<file path="src/rtl/hpe_pkg.sv">
`timescale 1ns / 1ps

package hpe_pkg;

    localparam int DATA_W     = 32;
    localparam int FRAC_BITS  = 16;
    localparam int MAX_DEGREE = 6;
    localparam int NUM_COEFS  = MAX_DEGREE + 1;
    localparam int DEG_W      = 3;
    localparam int CFG_IDX_W  = 4;

    // configuration register indexes
    localparam logic [CFG_IDX_W-1:0] CFG_DEGREE     = CFG_IDX_W'(0);
    localparam logic [CFG_IDX_W-1:0] CFG_COEF_FIRST = CFG_IDX_W'(1);
    localparam logic [CFG_IDX_W-1:0] CFG_COEF_LAST  = CFG_IDX_W'(NUM_COEFS);

    typedef logic signed [DATA_W-1:0] coef_arr_t [NUM_COEFS];

    // commands from the controller to the datapath
    typedef struct packed {
        logic             load;
        logic             mul;
        logic             add;
        logic             out_load;
        logic [DEG_W-1:0] coef_sel;
    } hpe_cmd_t;

endpackage

</file>
<file path="src/rtl/horner_polynomial_eval.sv">
`timescale 1ns / 1ps
// Horner evaluation on one shared 32x32 multiplier, each step a multiply
// and then a round/add/saturate. Output valid rises after the MUL/ADD states
// of every step and the DONE state; a new point is taken only in the idle state,
// once the previous result is in the output register, where it may still wait.
// rst_n clears control state and all configuration registers to zero.

module horner_polynomial_eval
    import hpe_pkg::*;
(
    input  logic                 clk,
    input  logic                 rst_n,
    input  logic                 s_axis_tvalid,
    output logic                 s_axis_tready,
    input  logic [DATA_W-1:0]    s_axis_tdata,   // [31:0] point
    output logic                 m_axis_tvalid,
    input  logic                 m_axis_tready,
    output logic [DATA_W-1:0]    m_axis_tdata,   // [31:0] poly_value
    output logic                 m_axis_tuser,   // [0] overflowed
    input  logic                 cfg_valid,
    output logic                 cfg_ready,
    input  logic [CFG_IDX_W-1:0] cfg_index,
    input  logic [DATA_W-1:0]    cfg_data
);

    logic [DEG_W-1:0]         degree_reg;
    coef_arr_t                coef_reg;
    hpe_cmd_t                 cmd;
    logic signed [DATA_W-1:0] poly_value;
    logic                     cfg_write;
    logic [CFG_IDX_W-1:0]     coef_idx;

    assign cfg_ready = 1'b1;
    assign cfg_write = cfg_valid && cfg_ready;
    assign coef_idx  = cfg_index - CFG_COEF_FIRST;

    always_ff @(posedge clk or negedge rst_n)
    begin
        if (!rst_n)
        begin
            degree_reg <= '0;
            for (int i = 0; i < NUM_COEFS; i++)
            begin
                coef_reg[i] <= '0;
            end
        end
        else if (cfg_write)
        begin
            // drop writes beyond the register list
            if (cfg_index == CFG_DEGREE)
            begin
                degree_reg <= cfg_data[DEG_W-1:0];
            end
            else if (cfg_index <= CFG_COEF_LAST)
            begin
                coef_reg[coef_idx[DEG_W-1:0]] <= $signed(cfg_data);
            end
        end
    end

    hpe_ctrl u_ctrl (
        .clk       (clk),
        .rst_n     (rst_n),
        .degree    (degree_reg),
        .in_valid  (s_axis_tvalid),
        .in_ready  (s_axis_tready),
        .out_valid (m_axis_tvalid),
        .out_ready (m_axis_tready),
        .cmd       (cmd)
    );

    hpe_datapath u_datapath (
        .clk        (clk),
        .cmd        (cmd),
        .point      ($signed(s_axis_tdata)),
        .coefs      (coef_reg),
        .poly_value (poly_value),
        .overflowed (m_axis_tuser)
    );

    assign m_axis_tdata = poly_value;

endmodule

</file>
<file path="src/rtl/hpe_datapath.sv">
`timescale 1ns / 1ps

module hpe_datapath
    import hpe_pkg::*;
(
    input  logic                     clk,
    input  hpe_cmd_t                 cmd,
    input  logic signed [DATA_W-1:0] point,
    input  coef_arr_t                coefs,
    output logic signed [DATA_W-1:0] poly_value,
    output logic                     overflowed
);

    localparam int PROD_W = 2 * DATA_W;
    localparam int HI_W   = PROD_W - FRAC_BITS;
    localparam int SUM_W  = HI_W + 1;
    localparam int TOP_W  = SUM_W - DATA_W + 1;

    localparam logic signed [DATA_W-1:0] SAT_MAX = {1'b0, {(DATA_W-1){1'b1}}};
    localparam logic signed [DATA_W-1:0] SAT_MIN = {1'b1, {(DATA_W-1){1'b0}}};

    logic signed [DATA_W-1:0] x_reg;
    logic signed [DATA_W-1:0] acc_reg, acc_next;
    logic signed [PROD_W-1:0] prod_reg;
    logic signed [PROD_W-1:0] prod_next;
    logic                     sat_reg, sat_next;
    logic signed [DATA_W-1:0] out_value_reg;
    logic                     out_ovf_reg;

    logic signed [DATA_W-1:0] coef_val;
    logic signed [SUM_W-1:0]  hi_ext;
    logic signed [SUM_W-1:0]  coef_ext;
    logic signed [SUM_W-1:0]  rnd_bit;
    logic signed [SUM_W-1:0]  sum;
    logic [TOP_W-1:0]         sum_top;
    logic                     step_ovf;
    logic signed [DATA_W-1:0] step_val;

    assign coef_val  = coefs[cmd.coef_sel];
    assign prod_next = acc_reg * x_reg;

    // round half up: floor(p / 2^F) plus the first dropped bit, folded into one add
    assign hi_ext   = SUM_W'($signed(prod_reg[PROD_W-1:FRAC_BITS]));
    assign coef_ext = SUM_W'(coef_val);
    assign rnd_bit  = {{(SUM_W-1){1'b0}}, prod_reg[FRAC_BITS-1]};
    assign sum      = hi_ext + coef_ext + rnd_bit;

    assign sum_top  = sum[SUM_W-1:DATA_W-1];
    assign step_ovf = !((&sum_top) || !(|sum_top));
    assign step_val = step_ovf ? (sum[SUM_W-1] ? SAT_MIN : SAT_MAX) : sum[DATA_W-1:0];

    always_comb
    begin
        acc_next = acc_reg;
        sat_next = sat_reg;
        if (cmd.load)
        begin
            acc_next = coef_val;
            sat_next = 1'b0;
        end
        else if (cmd.add)
        begin
            acc_next = step_val;
            sat_next = sat_reg | step_ovf;
        end
    end

    always_ff @(posedge clk)
    begin
        acc_reg <= acc_next;
        sat_reg <= sat_next;
        if (cmd.load)
        begin
            x_reg <= point;
        end
        if (cmd.mul)
        begin
            prod_reg <= prod_next;
        end
        if (cmd.out_load)
        begin
            out_value_reg <= acc_reg;
            out_ovf_reg   <= sat_reg;
        end
    end

    assign poly_value = out_value_reg;
    assign overflowed = out_ovf_reg;

endmodule

</file>
<file path="src/rtl/hpe_ctrl.sv">
`timescale 1ns / 1ps

module hpe_ctrl
    import hpe_pkg::*;
(
    input  logic             clk,
    input  logic             rst_n,
    input  logic [DEG_W-1:0] degree,
    input  logic             in_valid,
    output logic             in_ready,
    output logic             out_valid,
    input  logic             out_ready,
    output hpe_cmd_t         cmd
);

    typedef enum logic [1:0] {
        S_IDLE,
        S_MUL,
        S_ADD,
        S_DONE
    } state_t;

    state_t           state_reg, state_next;
    logic [DEG_W-1:0] idx_reg, idx_next;
    logic             out_valid_reg, out_valid_next;
    logic [DEG_W-1:0] deg_eff;
    logic             out_free;

    // codes above the top degree act as the top degree
    assign deg_eff  = (degree > DEG_W'(MAX_DEGREE)) ? DEG_W'(MAX_DEGREE) : degree;
    assign out_free = !out_valid_reg || out_ready;
    assign in_ready = (state_reg == S_IDLE);

    always_comb
    begin
        state_next     = state_reg;
        idx_next       = idx_reg;
        out_valid_next = out_valid_reg && !out_ready;
        cmd            = '0;
        cmd.coef_sel   = idx_reg;
        unique case (state_reg)
            S_IDLE:
            begin
                cmd.coef_sel = deg_eff;
                if (in_valid)
                begin
                    // top coefficient enters directly: the first product is zero
                    cmd.load = 1'b1;
                    if (deg_eff == '0)
                    begin
                        state_next = S_DONE;
                    end
                    else
                    begin
                        idx_next   = deg_eff - DEG_W'(1);
                        state_next = S_MUL;
                    end
                end
            end
            S_MUL:
            begin
                cmd.mul    = 1'b1;
                state_next = S_ADD;
            end
            S_ADD:
            begin
                cmd.add = 1'b1;
                if (idx_reg == '0)
                begin
                    state_next = S_DONE;
                end
                else
                begin
                    idx_next   = idx_reg - DEG_W'(1);
                    state_next = S_MUL;
                end
            end
            S_DONE:
            begin
                // hold until the output register frees up
                if (out_free)
                begin
                    cmd.out_load   = 1'b1;
                    out_valid_next = 1'b1;
                    state_next     = S_IDLE;
                end
            end
            default:
            begin
                state_next = S_IDLE;
            end
        endcase
    end

    always_ff @(posedge clk or negedge rst_n)
    begin
        if (!rst_n)
        begin
            state_reg     <= S_IDLE;
            idx_reg       <= '0;
            out_valid_reg <= 1'b0;
        end
        else
        begin
            state_reg     <= state_next;
            idx_reg       <= idx_next;
            out_valid_reg <= out_valid_next;
        end
    end

    assign out_valid = out_valid_reg;

endmodule

</file>
<file path="config.mk">
export PLATFORM = sky130hd
export DESIGN_NAME = horner_polynomial_eval
export DESIGN_NICKNAME = d
export VERILOG_FILES = /design/src/rtl/hpe_pkg.sv /design/src/rtl/horner_polynomial_eval.sv /design/src/rtl/hpe_datapath.sv /design/src/rtl/hpe_ctrl.sv
export SDC_FILE = /design/constraint.sdc
export NUM_CORES = 2
export LEC_CHECK = 0
export BUFFER_PORTS_ARGS = -buffer_cell sky130_fd_sc_hd__buf_2
export CORE_AREA = 3 3 513 362
export CTS_BUF_LIST = sky130_fd_sc_hd__clkbuf_8
export CTS_CLUSTER_SIZE = 30
export DETAILED_ROUTE_END_ITERATION = 8
export DIE_AREA = 0 0 516 365
export GPL_TIMING_DRIVEN = 1
export PLACE_DENSITY = 0.51
export SYNTH_ARGS = -nofsm -noshare
export SYNTH_HDL_FRONTEND = slang
export SYNTH_SLANG_ARGS = --single-unit
</file>
<file path="constraint.sdc">
create_clock -name clk -period 15.9 [get_ports clk]
set_input_delay 0.795 -clock clk [delete_from_list [all_inputs] [get_ports clk]]
set_output_delay 0.795 -clock clk [all_outputs]
set_load 0.02 [all_outputs]
</file>
# After elaboration in Yosys (flattened, before gate mapping)
# Cells that the tools add are included.
# totals
reg_bits	395
output_inout_bits	36
wordCells	88
# classes
addsub	5
n_mul	1
n_lt_le_gt_ge	5
eq_ne	7
n_mux	29
n_bitwise	4
reduce_logical	20
# ops
operator	count
bitwise mux 224 bit	1
two-way mux 32 bit	7
binary-select mux 32 bit (select 3 bit)	1
demux 32 bit (select 3 bit)	1
multiplier 32 x 32 -> 64 bit	1
adder 48 x 32 -> 49 bit	1
adder 49 x 2 -> 49 bit	1
AND reduction 18 bit	1
OR reduction 18 bit	1
two-way mux 3 bit	5
subtractor 3 x 1 -> 3 bit, second input constant	3
greater-or-equal comparator 4 bit, second input constant	2
two-way mux 1 bit	8
two-way mux 2 bit	4
NOT 3 -> 4 bit	2
case mux 2 bit (4 select lines)	1
zero test 3 bit	2
inequality test 2 bit, second input constant	3
case mux 3 bit (2 select lines)	1
equality test 2 bit, second input constant	2
<= comparator 4 x 3 -> 1 bit, second input constant	1
zero test 1 bit	4
zero test 4 bit	1
< comparator 4 x 1 -> 1 bit, second input constant	1
other kinds (12)	16

# Depth between registers and ports, before layout
# depth
depth_word	15
depth_mapped	29
mapped_depth_nobuf	28

# Cells and area by module
# A second synthesis with hierarchy kept.
# hier_totals
hier_cells	5238
hier_area_um2	54415.9
# by_module_without_submodules
module	instances	cells_per_inst	area_each_um2	seq_area_each_um2
hpe_datapath	1	4692	45356.0	4404.2
horner_polynomial_eval	1	494	8612.0	5680.4
hpe_ctrl	1	52	447.9	150.1

# Worst setup path after synthesis
# No wires, ideal clock.
# synth_path
path_type	register to register
start	register u_datapath.acc_reg[31]
end	register u_datapath.prod_reg[63], data pin
setup_ps	259
t_arrival_ps	7568
required_time_ps	15641
path_slack_ps	8072
path_stages_with_launch	26
path_buffers	1
period_less_slack_ps	7828
cell_sequence	edfxtp_1 -> clkbuf_1 -> and2_1 -> fa_1 -> inv_1 -> fa_1 -> fa_1 -> inv_1 -> fa_1 -> inv_1 -> fa_1 -> inv_1 -> fa_1 -> inv_1 -> fa_1 -> inv_1 -> fa_1 -> ha_1 -> a21o_1 -> a21o_1 -> a21oi_1 -> o21ai_0 -> a211oi_2 -> o21ai_0 -> a21oi_1 -> xnor2_1
# synth_between
elab_chain_len	1
# synth_lines
item	line	rtl
start: declaration	hpe_datapath.sv:23	logic signed [DATA_W-1:0] acc_reg, acc_next;
start signal: assignment	hpe_datapath.sv:70	acc_reg <= acc_next;
multiplier 32 x 32 -> 64 bit	hpe_datapath.sv:40	assign prod_next = acc_reg * x_reg;
net u_datapath.prod_next[63]	hpe_datapath.sv:25	logic signed [PROD_W-1:0] prod_next;
end signal: assignment	hpe_datapath.sv:78	prod_reg <= prod_next;
end: declaration	hpe_datapath.sv:24	logic signed [PROD_W-1:0] prod_reg;
# The timed path passes the listed nets, and every way through them passes these cells.
# A chain may end at the register's enable or synchronous reset.

# Final worst setup path
# layout_path
start	register u_datapath.x_reg[14]
end	register u_datapath.prod_reg[63], data pin
# layout_between
elab_chain_len	1
# layout_lines
item	line	rtl
start: declaration	hpe_datapath.sv:22	logic signed [DATA_W-1:0] x_reg;
start signal: assignment	hpe_datapath.sv:74	x_reg <= point;
multiplier 32 x 32 -> 64 bit	hpe_datapath.sv:40	
net u_datapath.prod_next[63]	hpe_datapath.sv:25	
# The timed path passes the listed nets, and every way through them passes these cells.

==> results.cfg <==
[outcome]
status = complete, no violations

[synth]
synth.distinct_cells = 89
netlist_instances = 5277
yosysSeqAreaShare = 0.189
syn_nets = 6662
syn-cell-area_um2 = 54200
synth_warnings = 0
ys.flop_type = dfrtp_1
async_flop_share = 0.613
synth_edf_count = 146
ys_seq_elements = 380
syn_avg_cell_area_um2 = 10.3

[timing]
skew_ns = 0.0788
maxSlewViolCount = 0
worst_slew_pin_slew_ns = 1.33
fin_crit_sh = 0.551
setup_viol = 0
grt_setup_unrepaired = no
max_freq_ghz = 0.114
fin_ws_ns = 7.14
hold_violations = 0
finalCriticalPeriod_ns = 8.76
tns_ns = 0
slew_headroom = 0.105

[cells_and_area]
largest_reg_flops = 224
stdcell_area_um2 = 59000
drive_above_1_share = 0.118
area_growth_pct = 8.73
layout.nets = 6657
layoutNonFillerInstCount = 7721
fillers = 18600

[cts]
clkLatencyLatePin_ns = 0.76
cts_tree = built
clock-sinks = 380
ctsHtreeMaxLevel = 3
cts_inserted_buffers = 70
post-cts-setup-buffers = 0
clk_pin_slew_ns = 0.08
cts_resized = 0
cts_hold_buffers = 0
cts-root-buf = clkbuf_8
cts.path.max_buffers = 3

[min_path]
holdCritPathClass = input port to asynchronous set/reset pin

[grt]
grt_pass1_vias = 39900
grt_util_met2 = 0.265
antenna_found_initial = 11
grt_util_met1 = 0.235
gr-usage-met3 = 0.0239
grt-busiest-layer = met2
grt_overflow = 0
grt_max_degree = 81
grt_pass1_wl_um = 238000
track_usage = 0.164

[routing]
routed_wl_um = 150000
drcViolationCount = 0
first_pass_iters = 5
vias = 36400
via_per_inst = 4.72
wl_per_cell_um = 19.4
ant_nets = 0
dr.first_iter.drc_count = 2221

[floorplanning]
start_util = 0.299
fp.coreArea_um2 = 182000
die_width_um = 516
dieArea_um2 = 188000
io_pins = 109
floorplan.rows = 131
die_h_um = 365

[placed_design]
place.gp.congestion = 0.880
dp.cells = 7594
portBuffers = 107
dpl_cell_area_um2 = 57400
hpwl_um = 116000
dpl_worst_slack_ns = 7.23

[setup_path]
cp-end-kind = register
startpoint_type = register
r2r_slack_ns = 7.14
rr_startpoint = u_datapath.x_reg[14]
required_ns = 16.39
cp.arrival_ns = 9.25
path_class = register to register
path_max_fanout = 32
cp_slowest_cell = edfxtp_1
path_delay_family = adder cells
worst-path-buf-inv = 3
path_common_cell = fa_1
crit_path_start = u_datapath.x_reg[14]
crit_path_cell_trace = and2_1, fa_1, fa_1, inv_1, fa_1, fa_1, fa_1, inv_1, fa_1, fa_1, fa_1, ha_1, a21o_1, a311o_1, a221oi_1, o211ai_1, a21oi_1, buf_4, o211a_1, nor2_1, a211oi_2, o21ai_0, a21oi_1, xnor2_1
cpPeakStageDelay_ns = 1.22

[run]
maxCapViolCount = 0
-- kinds of logic after synthesis --
group	share of synthesized area
adder cells (fa/ha/maj)	0.453
AO/OA/AOI/OAI	0.0559
multiplexers	0.0624
buffers and inverters	0.0884
other	0.0000691
XOR/XNOR	0.0160
flip-flops	0.189
AND/OR/NAND/NOR	0.136
-- synth_stat cells, drive strengths merged (4+ instances only) --
master   instances  share of area
edfxtp         146          0.081
a311oi           4        0.00097
nor2b           38         0.0044
xnor2           67          0.011
a221oi           5        0.00081
xor2            31         0.0050
nor4b            5        0.00092
or3              6        0.00069
o31ai            5        0.00069
o21a            11         0.0015
nand3            8        0.00074
and2           519          0.060
nor2            86         0.0060
nor3            23         0.0021
o2111a           4        0.00083
mux2           232          0.048
a21oi          206          0.019
nand2b          52         0.0060
or2              5        0.00058
o21ai          100          0.011
o2111ai          4        0.00076
o211ai          13         0.0021
a21o            42         0.0058
nor4             6        0.00097
clkbuf         233          0.016
o211a            4        0.00074
o21bai          14         0.0019
mux4            32          0.013
nand2          678          0.047
a21boi           5        0.00069
buf             38         0.0033
a31oi            6        0.00069
nand4           19         0.0022
a41oi            4        0.00065
a211oi          15         0.0022
and3            14         0.0016
mux2i            5        0.00092
inv            995          0.069
ha             229          0.053
dfrtp          233           0.11
fa            1083           0.40
o22ai            4        0.00046
-- worst paths after layout --
check | cells after the start | endpoint
setup / recovery | 24 | u_datapath.prod_reg[63]
hold / removal | 1 | coef_reg[183]
setup reg to reg | 24 | u_datapath.prod_reg[63]
hold reg to reg | 0 | u_datapath.overflowed
max in group asynchronous | 3 | coef_reg[200]
min in group clk | 1 | u_datapath.x_reg[30]
-- area by class of cell --
| cell class | count | area (um2) | share of cell area |
|---|---|---|---|
| multi-input combinational | 3631 | 39300 | 0.666 |
| sequential | 380 | 10200 | 0.174 |
| inverter | 995 | 3740 | 0.0634 |
| tap | 2394 | 3000 | 0.0508 |
| timing repair buffer | 194 | 1200 | 0.0203 |
| clock buffer | 83 | 1140 | 0.0194 |
| clock inverter | 43 | 389 | 0.00660 |
| antenna | 1 | 2.50 | 0.0000424 |
-- per-layer routing --
| layer | vias up | share of wire |
|---|---|---|
| met2 | 824 | 0.47 |
| li1 | 16200 | - |
| met1 | 19300 | 0.47 |
| met4 | 4 | 0.016 |
| met3 | 144 | 0.050 |
| met5 | - | 0.00029 |
-- layout by cell type, fill, tap and decap left out, types with 5 or more instances in the layout --
cell type	Yosys	final
a211oi_1	14	14
a21boi_0	5	5
a21o_1	41	41
a21oi_1	206	206
a221oi_1	5	5
a31oi_1	6	5
and2_1	519	519
and3_1	14	14
buf_2	10	106
buf_4	1	87
bufinv_16	0	6
clkbuf_8	0	83
clkinv_2	0	6
dfrtp_1	233	233
edfxtp_1	146	146
fa_1	1083	1083
ha_1	229	229
inv_1	995	1011
mux2_2	232	232
mux4_2	32	32
nand2_1	678	676
nand2b_1	52	51
nand3_1	8	7
nand4_1	19	19
nor2_1	86	84
nor2b_1	38	37
nor3_1	23	23
nor4_1	5	5
o211ai_1	12	12
o21a_1	11	11
o21ai_0	65	65
o21ai_1	5	5
o21ai_2	30	30
o21bai_1	14	14
o31ai_1	5	5
or3_1	6	6
xnor2_1	66	66
xor2_1	31	31
-- per-stage QoR --
step / hold slack [ns] / util
3_3_place_gp: 0.428 / 0.316
3_5_place_dp: 0.424 / 0.316
5_1_grt: 0.0552 / 0.325
4_1_cts: 0.0233 / 0.325
6_report: 0.0713 / 0.325
2_1_floorplan: 0.409 / -
Power is left out: the tool's default activity adds up to more than one toggle a clock period on the data nets, which glitch-free logic cannot reach.
